File: src/sv/tsm_pkg.sv
// Shared types and constants for the scroll margin control unit.
package tsm_pkg;

    // Page geometry
    localparam int MAX_ROWS  = 256;
    localparam int ROW_CAP   = (MAX_ROWS < 256) ? MAX_ROWS : 256;
    localparam int ROWS_W    = 9;
    localparam logic [ROWS_W-1:0] PAGE_ROWS_RST = ROWS_W'(24);
    localparam logic [7:0] MARGIN_TOP_RST = 8'd0;
    localparam logic [7:0] MARGIN_BOT_RST = 8'd23;

    // Final bytes handled
    localparam logic [7:0] CH_STBM = 8'h72;
    localparam logic [7:0] CH_IL   = 8'h4C;
    localparam logic [7:0] CH_DL   = 8'h4D;
    localparam logic [7:0] CH_SU   = 8'h53;
    localparam logic [7:0] CH_SD   = 8'h54;

    // Queue between front and back
    localparam int QDEPTH = 2;
    localparam int QPTR_W = (QDEPTH > 1) ? $clog2(QDEPTH) : 1;
    localparam int QCNT_W = $clog2(QDEPTH + 1);

    // Word widths on the stream ports
    localparam int S_DATA_W = 56;
    localparam int M_DATA_W = 48;

    typedef enum logic [2:0] {
        K_NONE = 3'd0,
        K_STBM = 3'd1,
        K_IL   = 3'd2,
        K_DL   = 3'd3,
        K_SU   = 3'd4,
        K_SD   = 3'd5
    } kind_t;

    // Classified command as passed from front to back
    typedef struct packed {
        kind_t       kind;
        logic        act;       // STBM: region valid; SD: scroll issued
        logic [7:0]  top_m1;
        logic [7:0]  bot_m1;
        logic [7:0]  row;
        logic [15:0] count;
        logic        org;
    } cmd_t;

    // One result word
    typedef struct packed {
        logic        clear_pending_wrap;
        logic        cursor_col_home;
        logic [7:0]  new_cursor_row;
        logic        cursor_row_write;
        logic [15:0] scroll_count;
        logic [7:0]  scroll_last_row;
        logic [7:0]  scroll_first_row;
        logic        scroll_down;
        logic        scroll_valid;
        logic        handled;
    } res_t;

endpackage

File: src/sv/tsm_front.sv
// Front end: decodes and classifies one input word into a command.
module tsm_front (
    input  logic [tsm_pkg::S_DATA_W-1:0] word_in,
    input  logic [tsm_pkg::ROWS_W-1:0]   page_rows,
    output tsm_pkg::cmd_t                cmd
);

    logic [7:0]  final_char;
    logic        has_intermediates;
    logic        any_subparam;
    logic [4:0]  param_count;
    logic [15:0] first_param;
    logic [15:0] second_param;
    logic [7:0]  cursor_row;
    logic        origin_mode;

    logic [tsm_pkg::ROWS_W-1:0] eff_rows;
    logic [15:0] top_c;
    logic [15:0] bot_c;
    logic [15:0] counted;

    assign final_char        = word_in[7:0];
    assign has_intermediates = word_in[8];
    assign any_subparam      = word_in[9];
    assign param_count       = word_in[14:10];
    assign first_param       = word_in[30:15];
    assign second_param      = word_in[46:31];
    assign cursor_row        = word_in[54:47];
    assign origin_mode       = word_in[55];

    // Page size clamp to 1..cap
    always_comb begin
        eff_rows = page_rows;
        if (page_rows == '0) begin
            eff_rows = tsm_pkg::ROWS_W'(1);
        end else if (page_rows > tsm_pkg::ROWS_W'(tsm_pkg::ROW_CAP)) begin
            eff_rows = tsm_pkg::ROWS_W'(tsm_pkg::ROW_CAP);
        end
    end

    // Margin parameters after defaulting and clamping
    always_comb begin
        top_c = (param_count != 5'd0) ? first_param : 16'd0;
        bot_c = (param_count > 5'd1) ? second_param : 16'd0;
        if (top_c == 16'd0) begin
            top_c = 16'd1;
        end
        if (bot_c == 16'd0 || bot_c > {7'd0, eff_rows}) begin
            bot_c = {7'd0, eff_rows};
        end
    end

    assign counted = (param_count == 5'd0 || first_param == 16'd0) ? 16'd1 : first_param;

    // Classification
    always_comb begin
        cmd        = '0;
        cmd.kind   = tsm_pkg::K_NONE;
        cmd.top_m1 = 8'(top_c - 16'd1);
        cmd.bot_m1 = 8'(bot_c - 16'd1);
        cmd.row    = cursor_row;
        cmd.count  = counted;
        cmd.org    = origin_mode;
        if (!has_intermediates && !(any_subparam && param_count != 5'd0)) begin
            case (final_char)
                tsm_pkg::CH_STBM: begin
                    cmd.kind = tsm_pkg::K_STBM;
                    cmd.act  = (bot_c > top_c);
                end
                tsm_pkg::CH_IL: cmd.kind = tsm_pkg::K_IL;
                tsm_pkg::CH_DL: cmd.kind = tsm_pkg::K_DL;
                tsm_pkg::CH_SU: cmd.kind = tsm_pkg::K_SU;
                tsm_pkg::CH_SD: begin
                    cmd.kind  = tsm_pkg::K_SD;
                    cmd.act   = (param_count == 5'd1) && (first_param != 16'd0);
                    cmd.count = first_param;
                end
                default: cmd.kind = tsm_pkg::K_NONE;
            endcase
        end
    end

endmodule

File: src/sv/tsm_queue.sv
// Short command queue between the front and back ends.
module tsm_queue (
    input  logic          aclk,
    input  logic          aresetn,
    input  logic          push,
    input  tsm_pkg::cmd_t push_cmd,
    output logic          full,
    input  logic          pop,
    output logic          head_valid,
    output tsm_pkg::cmd_t head_cmd
);

    tsm_pkg::cmd_t entries_reg [tsm_pkg::QDEPTH];
    logic [tsm_pkg::QPTR_W-1:0] wr_ptr_reg, wr_ptr_next;
    logic [tsm_pkg::QPTR_W-1:0] rd_ptr_reg, rd_ptr_next;
    logic [tsm_pkg::QCNT_W-1:0] count_reg, count_next;
    logic do_push, do_pop;

    assign full       = (count_reg == tsm_pkg::QCNT_W'(tsm_pkg::QDEPTH));
    assign head_valid = (count_reg != '0);
    assign head_cmd   = entries_reg[rd_ptr_reg];
    assign do_push    = push && !full;
    assign do_pop     = pop && head_valid;

    // Pointer and fill count update
    always_comb begin
        wr_ptr_next = wr_ptr_reg;
        rd_ptr_next = rd_ptr_reg;
        count_next  = count_reg;
        if (do_push) begin
            wr_ptr_next = (wr_ptr_reg == tsm_pkg::QPTR_W'(tsm_pkg::QDEPTH - 1)) ?
                          '0 : wr_ptr_reg + 1'b1;
        end
        if (do_pop) begin
            rd_ptr_next = (rd_ptr_reg == tsm_pkg::QPTR_W'(tsm_pkg::QDEPTH - 1)) ?
                          '0 : rd_ptr_reg + 1'b1;
        end
        if (do_push && !do_pop) begin
            count_next = count_reg + 1'b1;
        end else if (do_pop && !do_push) begin
            count_next = count_reg - 1'b1;
        end
    end

    always_ff @(posedge aclk) begin
        if (!aresetn) begin
            wr_ptr_reg <= '0;
            rd_ptr_reg <= '0;
            count_reg  <= '0;
        end else begin
            wr_ptr_reg <= wr_ptr_next;
            rd_ptr_reg <= rd_ptr_next;
            count_reg  <= count_next;
        end
    end

    // Entry storage, no reset needed
    always_ff @(posedge aclk) begin
        if (do_push) begin
            entries_reg[wr_ptr_reg] <= push_cmd;
        end
    end

    a_count_range: assert property (@(posedge aclk) disable iff (!aresetn)
        count_reg <= tsm_pkg::QCNT_W'(tsm_pkg::QDEPTH))
        else $error("queue fill count out of range");

    a_ptr_gap: assert property (@(posedge aclk) disable iff (!aresetn)
        (count_reg == '0) |-> (wr_ptr_reg == rd_ptr_reg))
        else $error("empty queue with pointers apart");

    a_pop_count: assert property (@(posedge aclk) disable iff (!aresetn)
        (do_pop && !do_push) |=> (count_reg == $past(count_reg) - 1'b1))
        else $error("pop did not lower fill count");

endmodule

File: src/sv/tsm_back.sv
// Back end: holds the margins, carries out commands and registers the result.
module tsm_back (
    input  logic          aclk,
    input  logic          aresetn,
    input  logic          cmd_valid,
    input  tsm_pkg::cmd_t cmd,
    output logic          cmd_pop,
    output logic          res_valid,
    output tsm_pkg::res_t res,
    input  logic          res_ready
);

    logic [7:0]    margin_top_reg, margin_top_next;
    logic [7:0]    margin_bot_reg, margin_bot_next;
    logic          out_valid_reg, out_valid_next;
    tsm_pkg::res_t out_reg, out_next;
    tsm_pkg::res_t r;
    logic          take;

    assign take    = !out_valid_reg || res_ready;
    assign cmd_pop = take && cmd_valid;

    // Execute one command against the current margins
    always_comb begin
        r = '0;
        margin_top_next = margin_top_reg;
        margin_bot_next = margin_bot_reg;
        case (cmd.kind)
            tsm_pkg::K_STBM: begin
                r.handled = 1'b1;
                if (cmd.act) begin
                    margin_top_next    = cmd.top_m1;
                    margin_bot_next    = cmd.bot_m1;
                    r.cursor_row_write = 1'b1;
                    r.new_cursor_row   = cmd.org ? cmd.top_m1 : 8'd0;
                    r.cursor_col_home  = 1'b1;
                    r.clear_pending_wrap = 1'b1;
                end
            end
            tsm_pkg::K_IL, tsm_pkg::K_DL: begin
                r.handled = 1'b1;
                if (cmd.row >= margin_top_reg && cmd.row <= margin_bot_reg) begin
                    r.scroll_valid     = 1'b1;
                    r.scroll_down      = (cmd.kind == tsm_pkg::K_IL);
                    r.scroll_first_row = cmd.row;
                    r.scroll_last_row  = margin_bot_reg;
                    r.scroll_count     = cmd.count;
                    r.cursor_col_home  = 1'b1;
                    r.clear_pending_wrap = 1'b1;
                end
            end
            tsm_pkg::K_SU: begin
                r.handled          = 1'b1;
                r.scroll_valid     = 1'b1;
                r.scroll_first_row = margin_top_reg;
                r.scroll_last_row  = margin_bot_reg;
                r.scroll_count     = cmd.count;
            end
            tsm_pkg::K_SD: begin
                r.handled = 1'b1;
                if (cmd.act) begin
                    r.scroll_valid     = 1'b1;
                    r.scroll_down      = 1'b1;
                    r.scroll_first_row = margin_top_reg;
                    r.scroll_last_row  = margin_bot_reg;
                    r.scroll_count     = cmd.count;
                end
            end
            default: r = '0;
        endcase
    end

    // Output register next state
    always_comb begin
        out_valid_next = out_valid_reg;
        out_next       = out_reg;
        if (take) begin
            out_valid_next = cmd_valid;
            if (cmd_valid) begin
                out_next = r;
            end
        end
    end

    always_ff @(posedge aclk) begin
        if (!aresetn) begin
            margin_top_reg <= tsm_pkg::MARGIN_TOP_RST;
            margin_bot_reg <= tsm_pkg::MARGIN_BOT_RST;
            out_valid_reg  <= 1'b0;
        end else begin
            out_valid_reg <= out_valid_next;
            if (cmd_pop) begin
                margin_top_reg <= margin_top_next;
                margin_bot_reg <= margin_bot_next;
            end
        end
    end

    always_ff @(posedge aclk) begin
        out_reg <= out_next;
    end

    assign res_valid = out_valid_reg;
    assign res       = out_reg;

    a_region_order: assert property (@(posedge aclk) disable iff (!aresetn)
        margin_top_reg < margin_bot_reg)
        else $error("scroll region inverted");

    a_scroll_handled: assert property (@(posedge aclk) disable iff (!aresetn)
        (out_valid_reg && (out_reg.scroll_valid || out_reg.cursor_row_write))
        |-> out_reg.handled)
        else $error("action on an unhandled sequence");

    a_margin_update: assert property (@(posedge aclk) disable iff (!aresetn)
        (cmd_pop && cmd.kind == tsm_pkg::K_STBM && cmd.act)
        |=> (margin_top_reg == $past(cmd.top_m1) && margin_bot_reg == $past(cmd.bot_m1)))
        else $error("margins not taken from set-margins");

    a_hold_stalled: assert property (@(posedge aclk) disable iff (!aresetn)
        (out_valid_reg && !res_ready) |=> $stable(out_reg))
        else $error("stalled result changed");

endmodule

File: src/sv/terminal_scroll_margin_control_unit.sv
// Top level of the scroll margin control unit.
// Takes one parsed control sequence per clock on the s_ channel while the queue is
// not full and returns one result word per sequence on the m_ channel, in order. A word
// accepted at one edge is decoded into a two-entry command queue; the back end takes it
// from the queue once its output register is free and registers the result. The sustained
// rate is one word per cycle while m_tready is high; the margin compare is combinational.
// The queue lets the input keep flowing for two words while the output is stalled.
// page_rows is written through the cfg_ port, which is always ready; write it only while
// no words are in flight. Margins reset to rows 0 and 23.
module terminal_scroll_margin_control_unit (
    input  logic        aclk,
    input  logic        aresetn,
    // Configuration: page_rows
    input  logic        cfg_valid,
    output logic        cfg_ready,
    input  logic [8:0]  cfg_data,
    // Input: final_char[7:0], has_intermediates[8], any_subparam[9], param_count[14:10],
    // first_param[30:15], second_param[46:31], cursor_row[54:47], origin_mode[55]
    input  logic        s_tvalid,
    output logic        s_tready,
    input  logic [55:0] s_tdata,
    // Output: handled[0], scroll_valid[1], scroll_down[2], scroll_first_row[10:3],
    // scroll_last_row[18:11], scroll_count[34:19], cursor_row_write[35],
    // new_cursor_row[43:36], cursor_col_home[44], clear_pending_wrap[45], zero[47:46]
    output logic        m_tvalid,
    input  logic        m_tready,
    output logic [47:0] m_tdata
);

    logic [tsm_pkg::ROWS_W-1:0] page_rows_reg;
    tsm_pkg::cmd_t front_cmd;
    tsm_pkg::cmd_t head_cmd;
    tsm_pkg::res_t res;
    logic q_full, q_head_valid, q_pop;

    // Page size register
    assign cfg_ready = 1'b1;
    always_ff @(posedge aclk) begin
        if (!aresetn) begin
            page_rows_reg <= tsm_pkg::PAGE_ROWS_RST;
        end else if (cfg_valid) begin
            page_rows_reg <= cfg_data;
        end
    end

    tsm_front u_front (
        .word_in   (s_tdata),
        .page_rows (page_rows_reg),
        .cmd       (front_cmd)
    );

    assign s_tready = !q_full;

    tsm_queue u_queue (
        .aclk       (aclk),
        .aresetn    (aresetn),
        .push       (s_tvalid),
        .push_cmd   (front_cmd),
        .full       (q_full),
        .pop        (q_pop),
        .head_valid (q_head_valid),
        .head_cmd   (head_cmd)
    );

    tsm_back u_back (
        .aclk      (aclk),
        .aresetn   (aresetn),
        .cmd_valid (q_head_valid),
        .cmd       (head_cmd),
        .cmd_pop   (q_pop),
        .res_valid (m_tvalid),
        .res       (res),
        .res_ready (m_tready)
    );

    assign m_tdata = {2'b00, res};

endmodule
File: config.mk
export PLATFORM = sky130hd
export DESIGN_NAME = terminal_scroll_margin_control_unit
export DESIGN_NICKNAME = d
export VERILOG_FILES = /design/src/sv/tsm_pkg.sv /design/src/sv/tsm_front.sv /design/src/sv/tsm_queue.sv /design/src/sv/tsm_back.sv /design/src/sv/terminal_scroll_margin_control_unit.sv
export SDC_FILE = /design/constraint.sdc
export NUM_CORES = 1
export LEC_CHECK = 0
export BUFFER_PORTS_ARGS = -buffer_cell sky130_fd_sc_hd__buf_4
export CAP_MARGIN = 20
export CORE_UTILIZATION = 57
export CTS_CLUSTER_DIAMETER = 100
export DETAILED_ROUTE_END_ITERATION = 16
export HOLD_SLACK_MARGIN = 0.06
export PLACE_DENSITY_LB_ADDON = 0.05
export SKIP_LAST_GASP = 1
export SYNTH_ARGS = -nofsm -noshare
export SYNTH_HDL_FRONTEND = slang
export SYNTH_SLANG_ARGS = --single-unit
File: constraint.sdc
create_clock -name aclk -period 6.25 [get_ports aclk]
set_input_delay 1.5625 -clock aclk [delete_from_list [all_inputs] [get_ports aclk]]
set_output_delay 1.5625 -clock aclk [all_outputs]
set_load 0.005 [all_outputs]
==> results of run 1 <==
## synthesized netlist by cell type (all sizes together), types with 2 or more instances
master / n / area share
o211ai: 8 / 0.0082
nand2b: 12 / 0.0095
mux2: 2 / 0.0028
a211oi: 2 / 0.0019
or2: 2 / 0.0016
a21o: 11 / 0.010
edfxtp: 135 / 0.51
o32ai: 2 / 0.0022
xnor2: 7 / 0.0077
o211a: 12 / 0.015
xor2: 6 / 0.0066
nand4: 8 / 0.0063
o22ai: 2 / 0.0016
inv: 35 / 0.017
o21ai: 29 / 0.018
a21oi: 21 / 0.014
nor4: 5 / 0.0047
mux2i: 47 / 0.059
nor2b: 15 / 0.012
and2: 28 / 0.022
nor3: 15 / 0.0095
clkbuf: 14 / 0.0068
or4: 2 / 0.0024
buf: 13 / 0.010
conb: 2 / 0.00095
o21a: 5 / 0.0057
nand2: 64 / 0.030
nand3: 4 / 0.0032
or3: 5 / 0.0040
dfxtp: 31 / 0.078
nor2: 52 / 0.025
nor3b: 2 / 0.0019
ha: 44 / 0.070
## cell type report
class                           instances  share of cell area
Clock buffer                           18             0.04461
Clock inverter                         13             0.02146
Inverter                               36             0.01405
Multi-Input combinational cell        437              0.3129
Sequential cell                       166              0.4860
Tap cell                              176             0.02289
Timing Repair Buffer                  124             0.09806
## metal layers
metal  vias to the layer above  GRT usage  part of all wire
met1                      2535     0.2921              0.43
met3                        34    0.04705             0.048
li1                       2611          -                 -
met2                       191     0.4126              0.50
met5                         -          0                 0
met4                         0     0.1078             0.024
## worst min-delay path, delay by kind of cell, from the launching register on
family | cells | cell delay, ns
AOI/OAI and AO/OA | 2 | 0.16
DFF | 1 | 0.32
## cells by family (layout without fill, tap and decap cells)
group	after synthesis	after routing
flops	166	166
xor+xnor	13	13
simple gates	220	220
mux	49	49
compound gates	101	101
buf+inv	63	191
fa+ha+maj	44	44
other cells	2	10
## worst paths after layout
kind / cells past startpoint / startpoint / slack [ns] / endpoint
setup / recovery: 21 / s_tdata[14] / 0.78 / u_queue.entries_reg[0][41]
hold / removal: 2 / u_queue.entries_reg[0][27] / 0.51 / u_back.margin_bot_reg[2]
setup reg to reg: 20 / page_rows_reg[8] / 2.06 / u_queue.entries_reg[0][41]
hold reg to reg: 2 / u_queue.entries_reg[0][27] / 0.51 / u_back.margin_bot_reg[2]
## power by group
group	switching [mW]	internal, mW	total (mW)
sequential	0.101	1.50	1.61
clock	0.403	0.705	1.11
combinational	0.526	0.428	0.954
==> qor.yml, run 1 <==
run_status:
  outcome: "finished clean"
cells_and_area:
  post-route-util: 0.7179
  regArea_mm2: 0.004676
  multi_input_area_mm2: 0.003010
  layout.cells.non_filler: 970
  syn_to_final_growth_pct: 21.57
  nFillCells: 905
  nets: 896
  final_cell_mix: "135 x edfxtp_1, 123 x buf_4, 64 x nand2_1, 51 x nor2_1, 47 x mux2i_1"
  diodes: 0
  drive_above_1_share: 0.2154
  largest_reg_flops: 90
  layout_commonest_cell: "edfxtp_1"
  stdcell_area_mm2: 0.009620
worst_setup_path:
  cp_slowest_cell: "or4_4"
  worst-path-buf-inv: 1
  critical_path_class: "input port to register"
  max_stage_delay_ns: 0.61
  start_kind: "input port"
  worstSetupEndpointType: "register"
  worstPathRequired_ns: 6.39
  critical_path.top_delay_family: "compound AO/OA/AOI/OAI gates"
  path_cells: "buf_4 -> or4_4 -> and2_1 -> ha_1 -> nor2b_1 -> o211ai_2 -> a21oi_2 -> a2111oi_4 -> o21a_4 -> nor3_1 -> a31oi_1 -> ha_1 -> nor2b_1 -> o21a_1 -> o21a_1 -> o21ai_0 -> nand2b_1 -> a21oi_1 -> o21ai_0 -> a21oi_1 -> o32ai_1"
  cp_max_fo: 23
  cp.arrival_ns: 5.61
floorplan:
  start_util: 0.5906
  fp-row-count: 42
  fp.dieH_um: 119.8
  die_x_um: 119.8
  ios: 121
  die-area_mm2: 0.01436
  coreArea_mm2: 0.01340
synthesis:
  synth-warning-count: 0
  synth_top_family_by_area: "simple AND/OR/NAND/NOR gates"
  synth_compound_area_frac: 0.08901
  synth.area.mux_share: 0.06229
  syn_inst: 658
  syn-cell-area_mm2: 0.007914
  synth_fa_ha_area_frac: 0.06957
  yosys.area_share.simple: 0.1393
  synthFlopType: "edfxtp_1"
  async_flop_share: 0
  seq_area_frac_synth: 0.5907
  synth_edf_count: 135
  avgSynthCellArea_um2: 12.03
  yosys.area_share.xor_xnor: 0.01439
  synth_seq_cells: 166
  netlist-cell-type-count: 62
pwr:
  ir_drop_v: 0.0002359
  p_leak_nw: 3.947
  p_total_mw: 3.668
  power_density_mw_per_mm2: 381.3
run:
  maxCapViolCount: 0
global_routing:
  grt_use_total: 0.2399
  antenna_found_initial: 0
  grt_pass1_vias: 5355
  grt_max_degree: 46
  grt_pass1_wl_um: 26100
  grt-ovfl-total: 0
detailed_routing:
  first_iter_violations: 402
  avgViaCountPerCell: 5.537
  drc_errors: 0
  vias: 5371
  wl_per_cell_um: 17.00
  dr.pass1.iters: 5
  wirelength_um: 16490
  antenna_left: 0
timing:
  fmax_mhz: 183.0
  rsz0062_at_grt: "no"
  hold_violations: 0
  fin_skew_ns: 0.009073
  drv_slew: 0
  period_needed_ns: 5.466
  period_share: 0.8745
  tns_ns: 0
  setup_slack_ns: 0.7843
  worstMarginPinSlew_ns: 0.8773
  hold_ws_ns: 0.5115
  maxSlewHeadroom: 0.4145
  setup_violations: 0
clocking:
  cts_buffers: 17
  cts_tree: "built"
  htreeDepth: 4
  cts_resized: 0
  path_clk_slew_ns: 0.06
  cts.root.buffer_cell: "clkbuf_16"
  clk_latency_ns: 0.42
  post_cts_buffers: 0
  cts.sinks: 166
  postCtsHoldBufs: 0
  clock_path_buffers: 2
placement:
  place_area_mm2: 0.008965
  dp_hpwl_um: 11720
  dp.cells: 938
  gp_congestion: 0.8938
  portBuffers: 117
  pre_cts_ws_ns: 0.4376
min_path:
  hold_path_class: "register to register"
Note: power is estimated with default switching activity, not from simulation.
==> run 2: changes to the inputs <==
--- a/config.mk
+++ b/config.mk
@@ -7,7 +7,10 @@
 export LEC_CHECK = 0
 export BUFFER_PORTS_ARGS = -buffer_cell sky130_fd_sc_hd__buf_4
 export CAP_MARGIN = 20
-export CORE_UTILIZATION = 57
+export CELL_PAD_IN_SITES_DETAIL_PLACEMENT = 2
+export CELL_PAD_IN_SITES_GLOBAL_PLACEMENT = 2
+export CORE_ASPECT_RATIO = 1.4
+export CORE_UTILIZATION = 38
 export CTS_CLUSTER_DIAMETER = 100
 export DETAILED_ROUTE_END_ITERATION = 16
 export HOLD_SLACK_MARGIN = 0.06
==> run 2 against run 1 <==
Effect of this change:
- final cell count up 8.4%
- critical path type unchanged
- core utilization down 25 points
- non-clock buffer count unchanged
- total power down 0.45%
- die area up 49%
- clock skew up 0.0024 ns
- highest routed layer unchanged
- worst hold slack worse by 0.0070 ns
- first-iteration DRC count down 58%
- register-to-register slack worse by 0.24 ns
- sequential power about the same
- maximum frequency down 3.2%
==> qor.yml, run 2 (same netlist as run 1, synthesis figures left out) <==
detailed_routing:
  drc_errors: 0
  dr.pass1.iters: 4
  wirelength_um: 21130
  first_iter_violations: 169
  vias: 5493
  wl_per_cell_um: 20.10
  antenna_left: 0
  avgViaCountPerCell: 5.226
pwr:
  p_sw_frac: 0.3064
  seqPwrFrac: 0.439
  pwr-share-comb: 0.277
  ir_drop_v: 0.0002107
  internal_power_mw: 2.533
  power_density_mw_per_mm2: 377.9
  p_leak_nw: 3.921
  clockPowerShare: 0.284
  switchingPower_mw: 1.119
cells_and_area:
  syn_to_final_growth_pct: 22.12
  layout_commonest_cell: "edfxtp_1"
  largest_reg_flops: 90
  drive_above_1_share: 0.2138
  post-route-util: 0.4719
  diodes: 0
  final_cell_mix: "135 x edfxtp_1, 123 x buf_4, 64 x nand2_1, 51 x nor2_1, 47 x mux2i_1"
  nets: 896
  nFillCells: 2066
clocking:
  path_clk_slew_ns: 0.06
  htreeDepth: 4
  cts_buffers: 17
  clock_path_buffers: 2
  postCtsHoldBufs: 0
  cts_resized: 0
  cts.root.buffer_cell: "clkbuf_16"
  post_cts_buffers: 0
  cts.sinks: 166
  cts_tree: "built"
  clk_latency_ns: 0.42
timing:
  rsz0062_at_grt: "no"
  setup_slack_ns: 0.6046
  worstMarginPinSlew_ns: 0.9330
  fmax_mhz: 177.1
  maxSlewHeadroom: 0.3774
  hold_violations: 0
  fin_skew_ns: 0.01147
  period_needed_ns: 5.645
  period_share: 0.9033
  setup_violations: 0
  tns_ns: 0
  drv_slew: 0
global_routing:
  grt_use_total: 0.2103
  grt_pass1_wl_um: 33590
  grt_max_degree: 47
  grt_pass1_vias: 6141
  grt-ovfl-total: 0
  antenna_found_initial: 0
worst_setup_path:
  path_cells: "buf_4 -> or4_4 -> and2_1 -> ha_1 -> nor2b_1 -> o211ai_2 -> a21oi_2 -> a2111oi_4 -> o21a_4 -> nor3_1 -> a31oi_1 -> ha_1 -> nor2b_1 -> o21a_1 -> o21a_1 -> o21ai_0 -> nand2b_1 -> a21oi_1 -> o21ai_0 -> a21oi_1 -> o32ai_1"
  critical_path.top_delay_family: "compound AO/OA/AOI/OAI gates"
  worstSetupEndpointType: "register"
  cp.arrival_ns: 5.79
  cp_slowest_cell: "or4_4"
  critical_path_class: "input port to register"
  worstPathRequired_ns: 6.40
  r2r_start: "page_rows_reg[8]"
  start_kind: "input port"
  crit_path_start: "s_tdata[14]"
  max_stage_delay_ns: 0.61
  cp_max_fo: 23
  worst-path-buf-inv: 1
placement:
  portBuffers: 117
  pre_cts_ws_ns: 0.1857
  gp_congestion: 0.7901
  dp_hpwl_um: 16040
run_status:
  outcome: "finished clean"
min_path:
  hold_path_class: "register to register"
  hold_path_startpoint: "u_back.margin_bot_reg[6]"
floorplan:
  fp.dieH_um: 172.8
  start_util: 0.3864
  coreArea_mm2: 0.02048
  die-area_mm2: 0.02142
  ios: 121
  die_x_um: 124.0
  fp-row-count: 62
run:
  maxCapViolCount: 0
## run 2: worst reg2reg max path: stages, from the launching register on
cell	delay (ns)
dfxtp_1	0.42
clkinv_1	0.29
nand2_1	0.26
ha_1	0.30
nand3_1	0.11
or2_1	0.16
a21oi_2	0.07
a2111oi_4	0.35
o21a_4	0.32
nor3_1	0.09
a31oi_1	0.36
ha_1	0.24
nor2b_1	0.05
o21a_1	0.16
o21a_1	0.16
o21ai_0	0.16
nand2b_1	0.07
a21oi_1	0.14
o21ai_0	0.14
a21oi_1	0.18
o32ai_1	0.10
## run 2: power groups by stage
stage / Clock, mW / Combinational [mW] / Sequential [mW]
floorplan: 0 / 0.558 / 1.61
global placement: 0 / 0.953 / 1.61
detailed placement: 0 / 1.02 / 1.63
CTS: 1.06 / 1.03 / 1.61
global route: 1.10 / 1.12 / 1.63
finish: 1.04 / 1.01 / 1.60
## run 2: final timing paths
kind | endpoint | slack, ns | cells past startpoint
setup / recovery | u_queue.entries_reg[0][41] | 0.60 | 21
hold / removal | u_back.margin_bot_reg[6] | 0.50 | 1
setup reg to reg | u_queue.entries_reg[0][41] | 1.82 | 20
hold reg to reg | u_back.margin_bot_reg[6] | 0.50 | 1
## run 2: area by class of cell
cell class | instances | area [um^2] | area share
clock inverter | 12 | 142.6 | 0.01476
inverter | 36 | 135.1 | 0.01398
multi-input combinational | 437 | 3010 | 0.3115
timing repair buffer | 124 | 943.4 | 0.09762
clock buffer | 20 | 436.7 | 0.04518
tap | 256 | 320.3 | 0.03314
sequential | 166 | 4676 | 0.4838
## run 2: through the flow
step	std cells	power (mW)	hold WS, ns	instance area [um^2]
final	1051	3.652	0.5045	9664
after global routing	1051	3.844	0.5156	9664
after CTS	1051	3.707	0.5079	9664
after detailed placement	1019	2.650	0.4949	9085
after global placement	1018	2.564	0.4867	9065
after floorplan	666	2.167	0.4659	7944
## run 2: metal layers
layer,global-route usage,up-vias,share of wire
met5,0,-,0
met4,0.06151,0,0.020
met3,0.03562,26,0.028
met2,0.3954,113,0.56
met1,0.2355,2746,0.39
li1,-,2608,-
